**src/sv/integer_width_normalizer_defines.svh**
```systemverilog
// Assertion helpers for the normaliser RTL.
`ifndef INTEGER_WIDTH_NORMALIZER_DEFINES_SVH
`define INTEGER_WIDTH_NORMALIZER_DEFINES_SVH

// same-cycle implication, checked outside reset
`define IWN_ASSERT_NOW(label, ante, cons, msg) \
  label: assert property (@(posedge clk) disable iff (rst) (ante) |-> (cons)) \
    else $error(msg);

// next-cycle implication, checked outside reset
`define IWN_ASSERT_NEXT(label, ante, cons, msg) \
  label: assert property (@(posedge clk) disable iff (rst) (ante) |=> (cons)) \
    else $error(msg);

`endif

```
**src/sv/iwn_pkg.sv**
```systemverilog
package iwn_pkg;

  localparam int MAX_BYTES_DEF = 16;
  localparam int LEN_W         = 5;
  localparam int DECL_W        = 16;
  localparam int CFG_IDX_W     = 8;
  localparam int SRC_LEN_W     = 8;
  localparam int WORD_W        = 64;
  localparam int IN_DATA_W     = 136;
  localparam int OUT_DATA_W    = 136;
  localparam int OUT_USER_W    = 4;

  localparam logic [DECL_W-1:0] DECLARED_RESET = 16'd1;
  localparam logic              TSIGNED_RESET  = 1'b1;

  localparam logic [7:0] BYTE_ZERO = 8'h00;
  localparam logic [7:0] BYTE_ONES = 8'hFF;

  localparam logic [CFG_IDX_W-1:0] CFG_DECLARED_BYTES = 8'd0;
  localparam logic [CFG_IDX_W-1:0] CFG_TARGET_SIGNED  = 8'd1;

  typedef enum logic [2:0] {
    ST_OK           = 3'd0,
    ST_BAD_SRC_LEN  = 3'd1,
    ST_BAD_DECLARED = 3'd2,
    ST_NEG_UNSIGNED = 3'd3,
    ST_NO_FIT       = 3'd4
  } status_t;

  // what one byte lane reports to the merge stage
  typedef struct packed {
    logic [7:0] data;
    logic       in_copy;    // below both source length and target width
    logic       in_target;  // below target width
    logic       dropped;    // in [target width, source length)
    logic       is_zero;
    logic       is_ones;
    logic       src_top;    // top source byte
    logic       tgt_top;    // top target byte, inside the source
  } lane_info_t;

  typedef struct packed {
    logic bad_slen;
    logic ssig;
  } item_ctrl_t;

endpackage

```
**src/sv/iwn_lane.sv**
```systemverilog
module iwn_lane #(
  parameter int LANE = 0
) (
  input  logic                       clk,
  input  logic                       load,
  input  logic [7:0]                 src_byte,
  input  logic [iwn_pkg::LEN_W-1:0]  slen,
  input  logic [iwn_pkg::LEN_W-1:0]  tlen,
  output iwn_pkg::lane_info_t        info
);
  import iwn_pkg::*;

  localparam logic [LEN_W-1:0] IDX     = LEN_W'(LANE);
  localparam logic [LEN_W-1:0] IDX_INC = LEN_W'(LANE + 1);

  lane_info_t info_next;

  always_comb begin
    info_next.data      = src_byte;
    info_next.in_copy   = (IDX < slen) && (IDX < tlen);
    info_next.in_target = IDX < tlen;
    info_next.dropped   = (IDX >= tlen) && (IDX < slen);
    info_next.is_zero   = src_byte == BYTE_ZERO;
    info_next.is_ones   = src_byte == BYTE_ONES;
    info_next.src_top   = IDX_INC == slen;
    info_next.tgt_top   = (IDX_INC == tlen) && (IDX < slen);
  end

  always_ff @(posedge clk) begin
    if (load) begin
      info <= info_next;
    end
  end

endmodule

```
**src/sv/iwn_merge.sv**
```systemverilog
module iwn_merge #(
  parameter int MAX_BYTES = iwn_pkg::MAX_BYTES_DEF
) (
  input  logic                        clk,
  input  logic                        load,
  input  iwn_pkg::lane_info_t         lanes [MAX_BYTES],
  input  iwn_pkg::item_ctrl_t         ctrl,
  input  logic [iwn_pkg::DECL_W-1:0]  declared_bytes,
  input  logic                        target_signed,
  output iwn_pkg::status_t            status,
  output logic [2*iwn_pkg::WORD_W-1:0] result_data,
  output logic [iwn_pkg::LEN_W-1:0]   result_length,
  output logic                        result_signed
);
  import iwn_pkg::*;

  logic [MAX_BYTES-1:0]   drop_zero_ok;
  logic [MAX_BYTES-1:0]   drop_ones_ok;
  logic [MAX_BYTES-1:0]   src_msb_hit;
  logic [MAX_BYTES-1:0]   tgt_msb_hit;
  logic [MAX_BYTES*8-1:0] dst;
  logic                   bad_decl;
  logic                   neg;
  logic                   tgt_msb;
  logic                   fits_zero;
  logic                   fits_ones;
  logic [7:0]             fill;
  status_t                status_next;

  always_comb begin
    for (int i = 0; i < MAX_BYTES; i++) begin
      drop_zero_ok[i] = !lanes[i].dropped || lanes[i].is_zero;
      drop_ones_ok[i] = !lanes[i].dropped || lanes[i].is_ones;
      src_msb_hit[i]  = lanes[i].src_top && lanes[i].data[7];
      tgt_msb_hit[i]  = lanes[i].tgt_top && lanes[i].data[7];
    end
    bad_decl  = (declared_bytes == '0) || (declared_bytes > DECL_W'(MAX_BYTES));
    neg       = ctrl.ssig && (|src_msb_hit);
    tgt_msb   = |tgt_msb_hit;
    fits_zero = &drop_zero_ok;
    fits_ones = &drop_ones_ok;
    fill      = (target_signed && neg) ? BYTE_ONES : BYTE_ZERO;

    for (int i = 0; i < MAX_BYTES; i++) begin
      if (!lanes[i].in_target) begin
        dst[i*8 +: 8] = BYTE_ZERO;
      end else if (lanes[i].in_copy) begin
        dst[i*8 +: 8] = lanes[i].data;
      end else begin
        dst[i*8 +: 8] = fill;
      end
    end

    status_next = ST_OK;
    if (ctrl.bad_slen) begin
      status_next = ST_BAD_SRC_LEN;
    end else if (bad_decl) begin
      status_next = ST_BAD_DECLARED;
    end else if (target_signed) begin
      if (ctrl.ssig) begin
        // dropped bytes must repeat the sign of the new top byte
        if (tgt_msb ? !fits_ones : !fits_zero) begin
          status_next = ST_NO_FIT;
        end
      end else if (!fits_zero || tgt_msb) begin
        status_next = ST_NO_FIT;
      end
    end else if (neg) begin
      status_next = ST_NEG_UNSIGNED;
    end else if (!fits_zero) begin
      status_next = ST_NO_FIT;
    end
  end

  always_ff @(posedge clk) begin
    if (load) begin
      status <= status_next;
      if (status_next == ST_OK) begin
        result_data   <= (2*WORD_W)'(dst);
        result_length <= declared_bytes[LEN_W-1:0];
        result_signed <= target_signed;
      end else begin
        result_data   <= '0;
        result_length <= '0;
        result_signed <= 1'b0;
      end
    end
  end

endmodule

```
**src/sv/integer_width_normalizer.sv**
```systemverilog
// Channel   Dir  Fields (lowest bit up)
// s_*       in   tdata: value_low, value_high, source_length; tuser: source_signed
// m_*       out  tdata: result_low, result_high, result_length; tuser: status, result_signed
// cfg_*     in   index 0 declared_bytes, index 1 target_signed
//
// One request per cycle while m_tready holds; lane register, then merge register.
// Byte lanes compare in parallel; the merge stage reduces lane flags and picks status.
// rst is synchronous: empties both stages, declared_bytes back to 1, target_signed to 1.
// A stalled m_tready backs up through both stages; s_tready drops only when both are full.
module integer_width_normalizer #(
  parameter int MAX_BYTES = iwn_pkg::MAX_BYTES_DEF
) (
  input  logic                            clk,
  input  logic                            rst,
  input  logic                            s_tvalid,
  output logic                            s_tready,
  input  logic [iwn_pkg::IN_DATA_W-1:0]   s_tdata,  // value_low, value_high, source_length
  input  logic                            s_tuser,  // source_signed
  output logic                            m_tvalid,
  input  logic                            m_tready,
  output logic [iwn_pkg::OUT_DATA_W-1:0]  m_tdata,  // result_low, result_high, result_length
  output logic [iwn_pkg::OUT_USER_W-1:0]  m_tuser,  // status, result_signed
  input  logic                            cfg_valid,
  output logic                            cfg_ready,
  input  logic [iwn_pkg::CFG_IDX_W-1:0]   cfg_index,
  input  logic [iwn_pkg::DECL_W-1:0]      cfg_data
);
  import iwn_pkg::*;
  `include "integer_width_normalizer_defines.svh"

  logic [DECL_W-1:0]    declared_bytes;
  logic                 target_signed;
  logic                 a_valid;
  logic                 a_ready;
  logic                 b_ready;
  logic                 in_fire;
  logic [SRC_LEN_W-1:0] slen_in;
  logic [LEN_W-1:0]     slen_lane;
  logic [LEN_W-1:0]     tlen_lane;
  item_ctrl_t           ctrl_next;
  item_ctrl_t           ctrl;
  lane_info_t           lanes [MAX_BYTES];
  status_t              status;
  logic [2*WORD_W-1:0]  result_data;
  logic [LEN_W-1:0]     result_length;
  logic                 result_signed;

  assign cfg_ready = 1'b1;

  always_ff @(posedge clk) begin
    if (rst) begin
      declared_bytes <= DECLARED_RESET;
      target_signed  <= TSIGNED_RESET;
    end else if (cfg_valid) begin
      case (cfg_index)
        CFG_DECLARED_BYTES: declared_bytes <= cfg_data;
        CFG_TARGET_SIGNED:  target_signed  <= cfg_data[0];
        default: ;
      endcase
    end
  end

  assign b_ready   = !m_tvalid || m_tready;
  assign a_ready   = !a_valid || b_ready;
  assign s_tready  = a_ready;
  assign in_fire   = s_tvalid && a_ready;
  assign slen_in   = s_tdata[2*WORD_W +: SRC_LEN_W];
  assign slen_lane = slen_in[LEN_W-1:0];
  assign tlen_lane = declared_bytes[LEN_W-1:0];

  always_comb begin
    ctrl_next.bad_slen = (slen_in == '0) || (slen_in > SRC_LEN_W'(MAX_BYTES));
    ctrl_next.ssig     = s_tuser;
  end

  always_ff @(posedge clk) begin
    if (rst) begin
      a_valid  <= 1'b0;
      m_tvalid <= 1'b0;
    end else begin
      if (a_ready) begin
        a_valid <= s_tvalid;
      end
      if (b_ready) begin
        m_tvalid <= a_valid;
      end
    end
  end

  always_ff @(posedge clk) begin
    if (in_fire) begin
      ctrl <= ctrl_next;
    end
  end

  for (genvar g = 0; g < MAX_BYTES; g++) begin : g_lane
    iwn_lane #(
      .LANE (g)
    ) u_lane (
      .clk      (clk),
      .load     (in_fire),
      .src_byte (s_tdata[g*8 +: 8]),
      .slen     (slen_lane),
      .tlen     (tlen_lane),
      .info     (lanes[g])
    );
  end

  iwn_merge #(
    .MAX_BYTES (MAX_BYTES)
  ) u_merge (
    .clk            (clk),
    .load           (a_valid && b_ready),
    .lanes          (lanes),
    .ctrl           (ctrl),
    .declared_bytes (declared_bytes),
    .target_signed  (target_signed),
    .status         (status),
    .result_data    (result_data),
    .result_length  (result_length),
    .result_signed  (result_signed)
  );

  assign m_tdata = {3'b000, result_length, result_data};
  assign m_tuser = {result_signed, status};

  `IWN_ASSERT_NOW(a_err_zero, m_tvalid && status != ST_OK,
    result_data == '0 && result_length == '0 && !result_signed,
    "error result carries non-zero payload")
  `IWN_ASSERT_NOW(a_ok_len, m_tvalid && status == ST_OK,
    result_length != '0 && result_length <= LEN_W'(MAX_BYTES),
    "ok result with length outside 1..MAX_BYTES")
  `IWN_ASSERT_NEXT(a_stage_hold, a_valid && !b_ready, a_valid,
    "lane stage dropped a request while merge was stalled")
  `IWN_ASSERT_NEXT(a_out_load, a_valid && b_ready, m_tvalid,
    "merge stage missed a request from the lanes")

endmodule

```
**config.mk**
```make
export PLATFORM = sky130hd
export DESIGN_NAME = integer_width_normalizer
export DESIGN_NICKNAME = d
export VERILOG_FILES = /design/src/sv/iwn_pkg.sv /design/src/sv/iwn_lane.sv /design/src/sv/iwn_merge.sv /design/src/sv/integer_width_normalizer.sv
export VERILOG_INCLUDE_DIRS = /design/src /design/src/sv
export SDC_FILE = /design/constraint.sdc
export NUM_CORES = 1
export LEC_CHECK = 0
export BUFFER_PORTS_ARGS = -buffer_cell sky130_fd_sc_hd__buf_2
export CAP_MARGIN = 15
export CORE_MARGIN = 2
export CORE_UTILIZATION = 58
export CTS_BUF_LIST = sky130_fd_sc_hd__clkbuf_4 sky130_fd_sc_hd__clkbuf_8
export DETAILED_ROUTE_END_ITERATION = 12
export PLACE_DENSITY = 0.83
export SYNTH_ARGS = -nofsm -noshare
export SYNTH_HDL_FRONTEND = slang
export SYNTH_SLANG_ARGS = --single-unit
```
**constraint.sdc**
```tcl
create_clock -name clk -period 8 [get_ports clk]
set_clock_uncertainty 0.2 [all_clocks]
set_input_delay 0.4 -clock clk [delete_from_list [all_inputs] [get_ports clk]]
set_output_delay 0.4 -clock clk [all_outputs]
set_load 0.01 [all_outputs]
```
* Word level (Yosys, flattened, before mapping)
Index checks and enable logic that the tools add are counted.
** Word-level totals
- Flip-flop bits (word level) :: 398
- Bits of input ports :: 166
- Word-level logic and storage cells :: 461
** Cells by class
- Order comparisons :: 50
- Eq/ne operators :: 49
- Mux-type cells :: 26
- Reduce and logical (&&, ||, !) cells :: 183
** Operators with widths (count)
- 8-bit logical NOT :: 18
- 8-bit two-way mux :: 17
- 8-bit == test, second input constant :: 16
- 1-bit logical AND :: 84
- 4-bit by 5-bit == test with 1-bit output, first input constant :: 16
- 4-bit by 5-bit less-than comparator with 1-bit output, first input constant :: 16
- 3-bit by 5-bit == test with 1-bit output, first input constant :: 8
- 4-bit by 5-bit >= comparator with 1-bit output, first input constant :: 8
- 3-bit by 5-bit less-than comparator with 1-bit output, first input constant :: 8
- 1-bit logical OR :: 37
- 2-bit AND reduction :: 18
- 16-bit AND reduction :: 2
- 16-bit OR reduction :: 2
- 3-bit two-way mux :: 8
- 2-bit by 5-bit == test with 1-bit output, first input constant :: 4
- 3-bit by 5-bit >= comparator with 1-bit output, first input constant :: 4
- 1-bit logical NOT :: 20
- 1-bit by 5-bit less-than comparator with 1-bit output, first input constant :: 4
- 2-bit by 5-bit less-than comparator with 1-bit output, first input constant :: 4
- 16-bit by 5-bit greater-than comparator with 1-bit output, second input constant :: 1
- 16-bit logical NOT :: 1
- 1-bit by 5-bit == test with 1-bit output, first input constant :: 2
- 5-bit == test, first input constant :: 2
- 1-bit by 5-bit >= comparator with 1-bit output, first input constant :: 2
- 5 further kinds :: 6

* Logic depth before layout (Yosys ltp)
Gate-level depths: netlist of the first run.
- Depth after elaboration :: 12
- Gate-level depth with buffers :: 9
- Gate-level depth less buffers :: 7

* Hierarchy
From an unflattened synthesis of the first run, not the netlist that was laid out.
** Second synthesis, totals
- Cell total of the unflattened synthesis :: 1144
- Area total of the unflattened synthesis :: 16743.6 µm²
** By module, submodules not included
- iwn_merge :: instances 1, cells each 558, area each 7009.2 µm², sequential area each 4113.9 µm²
- iwn_lane at g_lane[14].u_lane ... :: instances 3, cells each 29, area each 535.5 µm², sequential area each 450.4 µm²
- iwn_lane at g_lane[0].u_lane ... :: instances 2, cells each 30, area each 546.8 µm², sequential area each 450.4 µm²
- integer_width_normalizer :: instances 1, cells each 105, area each 1017.2 µm², sequential area each 440.4 µm²
- iwn_lane at g_lane[8].u_lane :: instances 1, cells each 33, area each 569.3 µm², sequential area each 450.4 µm²
- iwn_lane at g_lane[4].u_lane :: instances 1, cells each 33, area each 564.3 µm², sequential area each 450.4 µm²
- iwn_lane at g_lane[12].u_lane :: instances 1, cells each 31, area each 559.3 µm², sequential area each 450.4 µm²
- iwn_lane at g_lane[1].u_lane :: instances 1, cells each 29, area each 554.3 µm², sequential area each 450.4 µm²
- iwn_lane at g_lane[9].u_lane :: instances 1, cells each 31, area each 551.8 µm², sequential area each 450.4 µm²
- iwn_lane at g_lane[10].u_lane :: instances 1, cells each 33, area each 545.5 µm², sequential area each 450.4 µm²
- iwn_lane at g_lane[3].u_lane :: instances 1, cells each 29, area each 543.0 µm², sequential area each 450.4 µm²
- iwn_lane at g_lane[7].u_lane :: instances 1, cells each 29, area each 541.8 µm², sequential area each 450.4 µm²
- iwn_lane at g_lane[11].u_lane :: instances 1, cells each 30, area each 533.0 µm², sequential area each 450.4 µm²
- iwn_lane at g_lane[13].u_lane :: instances 1, cells each 29, area each 531.8 µm², sequential area each 450.4 µm²
- iwn_lane at g_lane[15].u_lane :: instances 1, cells each 27, area each 523.0 µm², sequential area each 450.4 µm²

* Worst setup path after synthesis of the first run
No wires, ideal clock.
- Path kind :: reg2reg
- Start point :: register m_tvalid
- End point :: register u_merge.result_data[0] (netlist name) (enable)
- Setup time :: 0.652 ns
- Data arrival time :: 6.561 ns
- Data required time :: 7.148 ns
- Path slack :: 0.588 ns
- Cell stages (with the launch flop) :: 3
- Buffers on the path :: 0
- Clock period less this slack :: 7.412 ns
- Cells stage by stage :: dfxtp_1 -> nor2b_1 -> nor2b_1
** On the way
- Word-level cells in the longest chain between the ends :: 3
** Ends and longest elaborated chain
- start: declaration :: RTL line integer_width_normalizer.sv:19 : output logic m_tvalid,
- start signal: assignment :: RTL line integer_width_normalizer.sv:85 : m_tvalid <= a_valid;
- 1-bit logical NOT :: RTL line integer_width_normalizer.sv:63 : assign b_ready = !m_tvalid || m_tready;
- 1-bit logical OR :: RTL line integer_width_normalizer.sv:63
- 1-bit logical AND :: RTL line integer_width_normalizer.sv:113 : .load (a_valid && b_ready),
- net u_merge.load :: RTL line iwn_merge.sv:5 : input logic load,
- end signal: assignment :: RTL line iwn_merge.sv:79 : result_data <= (2*WORD_W)'(dst);
- end: declaration :: RTL line iwn_merge.sv:11 : output logic [2*iwn_pkg::WORD_W-1:0] result_data,
The timed path passes the listed nets, and every way through them passes these cells.
A chain may end at the register's enable or synchronous reset.

* Final worst setup path of the first run
- Start point :: register declared_bytes[1]
- End point :: register u_merge.result_data[85] (netlist name) (data pin)
** On the way
- Word-level cells in the longest chain between the ends :: 6
- Elaborated cells between the ends (all ways) :: 7
** Ends and longest elaborated chain
- start: declaration :: RTL line integer_width_normalizer.sv:31 : logic [DECL_W-1:0] declared_bytes;
- start signal: assignment :: RTL line integer_width_normalizer.sv:56 : CFG_DECLARED_BYTES: declared_bytes <= cfg_data;
- 16-bit by 5-bit greater-than comparator with 1-bit output / 16-bit logical NOT (equally long branches) :: RTL line iwn_merge.sv:37 : bad_decl = (declared_bytes == '0) || (declared_bytes > DECL_W'(MAX_BYTES));
- 1-bit logical OR * :: RTL line iwn_merge.sv:37
- 3-bit two-way mux * :: RTL line iwn_merge.sv:57 : end else if (bad_decl) begin
- 3-bit two-way mux * :: RTL line iwn_merge.sv:55 : if (ctrl.bad_slen) begin
- 3-bit logical NOT * :: RTL line iwn_merge.sv:78 : if (status_next == ST_OK) begin
- 2-bit AND reduction (no source line) *
Mark *: on every way between the ends. The rest lies on a longest branch, timed or not.

==> results of run 1 <==
## timing repair
item                                   in CTS  in global routing
setup buffers                               0                  0
endpoints found under the hold margin     174                  0
hold buffers                              168                  0
## metal layers
metal  up-vias  wire length (um)  part of all wire
met5         -                26           0.00059
met1      5687             16400              0.37
met3       108              3720             0.085
met2       668             22300              0.51
met4         4              1330             0.030
li1       5255                 -                 -
## cells in the mapped netlist (all sizes together)
library cell and count:
buf 45, a31oi 4, nand3b 1, and4 2, edfxtp 379, o21ai 7
inv 24, nor4b 1, xnor2 1, a41o 1, nor2 98, o21a 1
a22o 8, nor2b 7, clkbuf 28, nand4b 16, or2 20, a21oi 14
nand4 33, a211o 1, mux2i 16, o22ai 11, nand2 147, nor3b 3
or3 2, a211oi 128, and3b 4, or4 32, nand3 6, o2111ai 2
nand2b 11, and2 5, conb 2, dfxtp 19, o211ai 1, nor3 22
a221oi 8, nor4 5, o31a 1, a222oi 1
## state kept, by name, indices dropped and copies added (netlist names)
signal                 cells
u_merge.result_length      5
u_merge.status             3
u_merge.result_data      128
target_signed              1
m_tvalid                   1
declared_bytes            16
ctrl                       2
u_merge.result_signed      1
g_lane.u_lane.info       240
a_valid                    1
## kinds of logic after synthesis
family                 after synthesis  share of synthesized area
AO/OA/AOI/OAI                      188                      0.109
XOR/XNOR                             1                   0.000532
buffers and inverters               97                     0.0302
flip-flops                         398                      0.714
multiplexers                        16                    0.00972
other                                2                   0.000456
AND/OR/NAND/NOR                    415                      0.136
## worst min-delay path: cells and delay by family
kind | cells | cell delay, ns
simple gates | 3 | 0.24
mux | 1 | 0.09
buf+inv | 1 | 0.08
## area by class of cell
cell class              count  area share
multi-input cells         624       0.201
clock inverters            30     0.00749
clock buffers              85      0.0493
flip-flops and latches    398       0.559
diodes                      4    0.000476
well taps                 378      0.0225
repair buffers            478       0.156
inverters                  24     0.00428
## stage by stage
stage          setup WS (ns)  power (mW)   util  hold slack, ns  instances
6_report                4.53        4.38  0.755          0.0327       2021
5_1_grt                 4.47        4.51  0.755          0.0467       2020
4_1_cts                 4.69        4.38  0.754         0.00201       2016
3_5_place_dp            4.70        2.70  0.651           0.287       1733
3_3_place_gp            4.84        2.69  0.651           0.273       1733
2_1_floorplan          0.588        2.59      -           0.206       1119
## power by group
| group | internal [mW] | leakage (nW) | total, mW | switching (mW) |
|---|---|---|---|---|
| Clock | 0.870 | 0.635 | 1.65 | 0.780 |
| Sequential | 2.38 | 3.83 | 2.43 | 0.0467 |
| Combinational | 0.129 | 3.09 | 0.306 | 0.177 |
| Total | 3.38 | 7.56 | 4.38 | 1.00 |
## final timing paths
kind	start	endpoint	slack [ns]	cells past startpoint
hold reg to reg	target_signed$_SDFFE_PP1P_	target_signed$_SDFFE_PP1P_	0.42	2
hold / removal	cfg_index[5]	target_signed$_SDFFE_PP1P_	0.03	5
setup / recovery	declared_bytes[1]$_SDFFE_PP0P_	u_merge.result_data[85]$_SDFFCE_PN0P_	4.53	6
setup reg to reg	declared_bytes[1]$_SDFFE_PP0P_	u_merge.result_data[85]$_SDFFCE_PN0P_	4.53	6
==> results.sh, run 1 <==
export IMPL_grt_max_degree=216
export IMPL_crit_slowest_cell="and4_2"
export IMPL_avgViaCountPerCell=5.80
export IMPL_yosys_top_cells_area="edfxtp_1 (69%), a211oi_2 (6.0%), nand2_1 (3.4%), dfxtp_1 (2.3%), a211oi_1 (2.2%)"
export IMPL_yosys_warnings=0
export IMPL_die_h_um=173
export IMPL_syn_to_final_growth_pct=27.8
export IMPL_antenna_found_initial=6
export IMPL_path_buf_inv=0
export IMPL_crit_chain="or2_1, nor3_4, xnor2_1, and4_2, nand4b_2, a211oi_1"
export IMPL_met2_usage=0.499
export IMPL_power_density_nw_per_um2=208
export IMPL_place_gp_congestion=0.927
export IMPL_clock_latency_ns=0.62
export IMPL_multi_input_area_um2=4240
export IMPL_busiest_layer="met2"
export IMPL_timing_final_crit_share=0.433
export IMPL_die_area_um2=29800
export IMPL_fmax_ghz=0.289
export IMPL_maxSlewViolCount=0
export IMPL_synth_avg_cell_area_um2=14.7
export IMPL_drv_cap=0
export IMPL_drc=0
export IMPL_status="completed"
export IMPL_wirelength_mm=43.8
export IMPL_ys_types=51
export IMPL_postRouteAntennaNets=0
export IMPL_met1_usage=0.346
export IMPL_grt_util_met3=0.0685
export IMPL_finalNetCount=1753
export IMPL_coreArea_um2=27900
export IMPL_dp_hpwl_mm=26.4
export IMPL_final_common_cell="edfxtp_1"
export IMPL_min_period_ns=3.47
export IMPL_setup_tns_ns=0
export IMPL_overflow=0
export IMPL_worst_setup_path_start_kind="flip-flop"
export IMPL_hp_class="input pin to flip-flop"
export IMPL_crit_required_ns=8.20
export IMPL_ioPinCount=309
export IMPL_max_stage_delay_ns=0.90
export IMPL_grt_pass1_wl_mm=65.8
export IMPL_clock_sinks=398
export IMPL_clk_pin_slew_ns=0.07
export IMPL_cts_root_buffer="clkbuf_8"
export IMPL_finalSetupViolCount=0
export IMPL_regArea_um2=11800
export IMPL_tightestPinTransition_ns=1.18
export IMPL_syn_area_um2=16500
export IMPL_crit_fanout=19
export IMPL_cp_end_kind="flip-flop"
export IMPL_hold_violations=0
export IMPL_cp_top_family="simple AND/OR/NAND/NOR gates"
export IMPL_final_area_um2=21000
export IMPL_cts_buffers=61
export IMPL_netlist_instances=1117
export IMPL_synth_seq_cells=398
export IMPL_place_area_um2=18100
export IMPL_worstSetupPathType="flip-flop to flip-flop"
export IMPL_drive_gt1_frac=0.325
export IMPL_cp_arrival_ns=3.66
export IMPL_grt_pass1_vias=11800
export IMPL_ir_drop_mv=0.146
export IMPL_cts_resized=0
export IMPL_layout_common_cells="edfxtp_1 (379), buf_2 (304), dlygate4sd3_1 (168)"
export IMPL_vias=11700
export IMPL_io_buffers=304
export IMPL_drt_iter0_drc=1291
export IMPL_clockBufferDepth=3
export IMPL_wire_per_inst_um=21.7
export IMPL_grt_util_all_layers=0.285
export IMPL_rows=61
export IMPL_leakagePower_nw=7.56
export IMPL_htree_levels=2
export IMPL_fillers=1643
export IMPL_synth_top_cell_area_share=0.691
export IMPL_start_util=0.591
export IMPL_slew_headroom=0.216
export IMPL_seq_area_frac_synth=0.714
export IMPL_cts_tree="built"
export IMPL_rsz0062_at_grt="false"
export IMPL_synth_top_cell_by_area="edfxtp_1"
export IMPL_drtPass1Iterations=5
export IMPL_dieWidth_um=173
(Power assumes the default switching activity.)
==> run 2, diff against run 1 <==
==> constraint.sdc (replaced) <==
create_clock -name clk -period 3.6 [get_ports clk]
set_clock_uncertainty 0.2 [all_clocks]
set_input_delay 0.18 -clock clk [delete_from_list [all_inputs] [get_ports clk]]
set_output_delay 0.18 -clock clk [all_outputs]
set_load 0.01 [all_outputs]
==> run 2 against run 1 <==
  * Wire length grew 1.7%
  * Combinational power grew 130%
  * First-iteration DRC count shrank 12%
  * Cell area grew 1.8%
  * Setup slack lost 3.9 ns
  * Flip-flop and latch count is the same
  * Hold slack gained 0.082 ns
  * Power grew 120%
  * Core utilization grew 1.4 points
  * Clock-buffer cell count grew 1
  * Critical path type unchanged
  * Critical endpoint is now u_merge.result_data[118]$_SDFFCE_PN0P_
  * Largest cell class unchanged
==> results.sh, run 2 (synthesized netlist as in run 1, its figures left out) <==
export IMPL_status="completed"
export IMPL_timing_final_crit_share=0.810
export IMPL_drc=0
export IMPL_finalNonFillerCells=2053
export IMPL_crit_required_ns=3.82
export IMPL_cp_arrival_ns=3.14
export IMPL_wirelength_mm=44.5
export IMPL_fillers=1587
export IMPL_crit_slowest_cell="and4_2"
export IMPL_wirelength_met1_mm=16.1
export IMPL_cts_buffers=61
export IMPL_clockBufferDepth=3
export IMPL_largest_register_ffs=240
export IMPL_cp_end_kind="flip-flop"
export IMPL_rsz0062_at_grt="false"
export IMPL_clockPowerShare=0.383
export IMPL_path_buf_inv=1
export IMPL_antenna_found_initial=1
export IMPL_avgViaCountPerCell=5.87
export IMPL_cts_tree="built"
export IMPL_crit_chain="or2_1, nor3_4, xnor2_1, and4_2, buf_4, nand4b_4, a211oi_2"
export IMPL_dp_hpwl_mm=27.0
export IMPL_cts_resized=0
export IMPL_leakagePower_nw=7.68
export IMPL_worst_setup_path_start_kind="flip-flop"
export IMPL_multi_input_area_um2=4240
export IMPL_cts_root_buffer="clkbuf_8"
export IMPL_grt_max_degree=97
export IMPL_maxSlewViolCount=0
export IMPL_power_share_switching=0.228
export IMPL_die_area_um2=29800
export IMPL_setup_tns_ns=0
export IMPL_clk_pin_slew_ns=0.07
export IMPL_ioPinCount=309
export IMPL_grt_pass1_vias=12500
export IMPL_postRouteAntennaNets=0
export IMPL_ir_drop_mv=0.338
export IMPL_overflow=0
export IMPL_pwr_share_comb=0.071
export IMPL_grt_pass1_wl_mm=68.9
export IMPL_post_cts_buffers=0
export IMPL_seqPwrFrac=0.546
export IMPL_vias=12000
export IMPL_drt_iter0_drc=1130
export IMPL_route_met3_wl_mm=4.31
export IMPL_layout_common_cells="edfxtp_1 (379), buf_2 (304), dlygate4sd3_1 (194)"
export IMPL_power_density_nw_per_um2=460
export IMPL_regArea_um2=11800
export IMPL_p_int_mw=7.61
export IMPL_tightestPinTransition_ns=0.904
export IMPL_final_common_cell="edfxtp_1"
export IMPL_place_gp_congestion=0.996
export IMPL_drv_cap=0
export IMPL_wl_met2_mm=22.4
export IMPL_slew_headroom=0.389
export IMPL_drive_gt1_frac=0.324
export IMPL_fin_util=0.769
export IMPL_switchingPower_mw=2.25
export IMPL_die_h_um=173
export IMPL_grt_util_all_layers=0.298
export IMPL_regMostFlops="g_lane.u_lane.info"
export IMPL_max_stage_delay_ns=0.69
export IMPL_hp_class="input pin to flip-flop"
export IMPL_routed_top_layer="met4"
export IMPL_syn_to_final_growth_pct=30.1
export IMPL_finalNetCount=1787
export IMPL_min_period_ns=2.92
export IMPL_start_util=0.591
export IMPL_worstSetupPathType="flip-flop to flip-flop"
export IMPL_htree_levels=2
export IMPL_rows=61
export IMPL_cts_hold_buf=194
export IMPL_clock_sinks=398
export IMPL_placed_cells=1742
export IMPL_finalSetupViolCount=0
export IMPL_largestRegisters="g_lane.u_lane.info x240, u_merge.result_data x128, declared_bytes x16"
export IMPL_coreArea_um2=27900
export IMPL_wire_per_inst_um=21.7
export IMPL_cp_top_family="simple AND/OR/NAND/NOR gates"
export IMPL_io_buffers=304
export IMPL_dieWidth_um=173
export IMPL_drtPass1Iterations=7
export IMPL_crit_fanout=14
export IMPL_fmax_ghz=0.343
export IMPL_hold_violations=0
export IMPL_total_power_mw=9.86
export IMPL_setup_slack_ns=0.682
export IMPL_clock_latency_ns=0.60
export IMPL_place_ws_ns=0.720
## run 2: power by group through the flow
stage | registers, mW | clock network [mW] | logic [mW]
global route | 5.40 | 4.01 | 0.750
global placement | 5.47 | 0 | 0.525
finish | 5.38 | 3.77 | 0.702
detailed placement | 5.47 | 0 | 0.541
floorplan | 5.47 | 0 | 0.254
CTS | 5.38 | 3.78 | 0.679
## run 2: final timing paths
| check | start | to | slack [ns] | cells past startpoint |
|---|---|---|---|---|
| hold / removal | s_tdata[82] | g_lane[10].u_lane.info[9]$_DFFE_PP_ | 0.11 | 2 |
| hold reg to reg | g_lane[6].u_lane.info[11]$_DFFE_PP_ | u_merge.result_data[52]$_SDFFCE_PN0P_ | 0.44 | 2 |
| setup / recovery | declared_bytes[0]$_SDFFE_PP1P_ | u_merge.result_data[118]$_SDFFCE_PN0P_ | 0.68 | 7 |
| setup reg to reg | declared_bytes[0]$_SDFFE_PP1P_ | u_merge.result_data[118]$_SDFFCE_PN0P_ | 0.68 | 7 |
## run 2: final cells by class
type | count | share of cell area
clock inverters | 29 | 0.00841
flip-flops and latches | 398 | 0.549
well taps | 378 | 0.0221
multi-input cells | 624 | 0.198
diodes | 2 | 0.000234
inverters | 24 | 0.00420
repair buffers | 512 | 0.169
clock buffers | 86 | 0.0491
## run 2: per-stage QoR
step	hold WS [ns]	instance area [um^2]
CTS	0.0848	21400
detailed placement	0.166	18200
global placement	0.161	18200
finish	0.115	21400
global route	0.104	21400
floorplan	0.0789	16500
## run 2: worst register-to-register path: cells and delay by family (launching register included)
kind / cells / cell delay [ns]
simple gates: 4 / 1.47
buf+inv: 1 / 0.33
flops: 1 / 0.31
xor+xnor: 1 / 0.15
compound gates: 1 / 0.27
## run 2: layer usage
metal	up-vias	global-route usage
met2	792	0.514
li1	5321	-
met1	5775	0.367
met4	0	0.123
met5	-	0
met3	154	0.0654
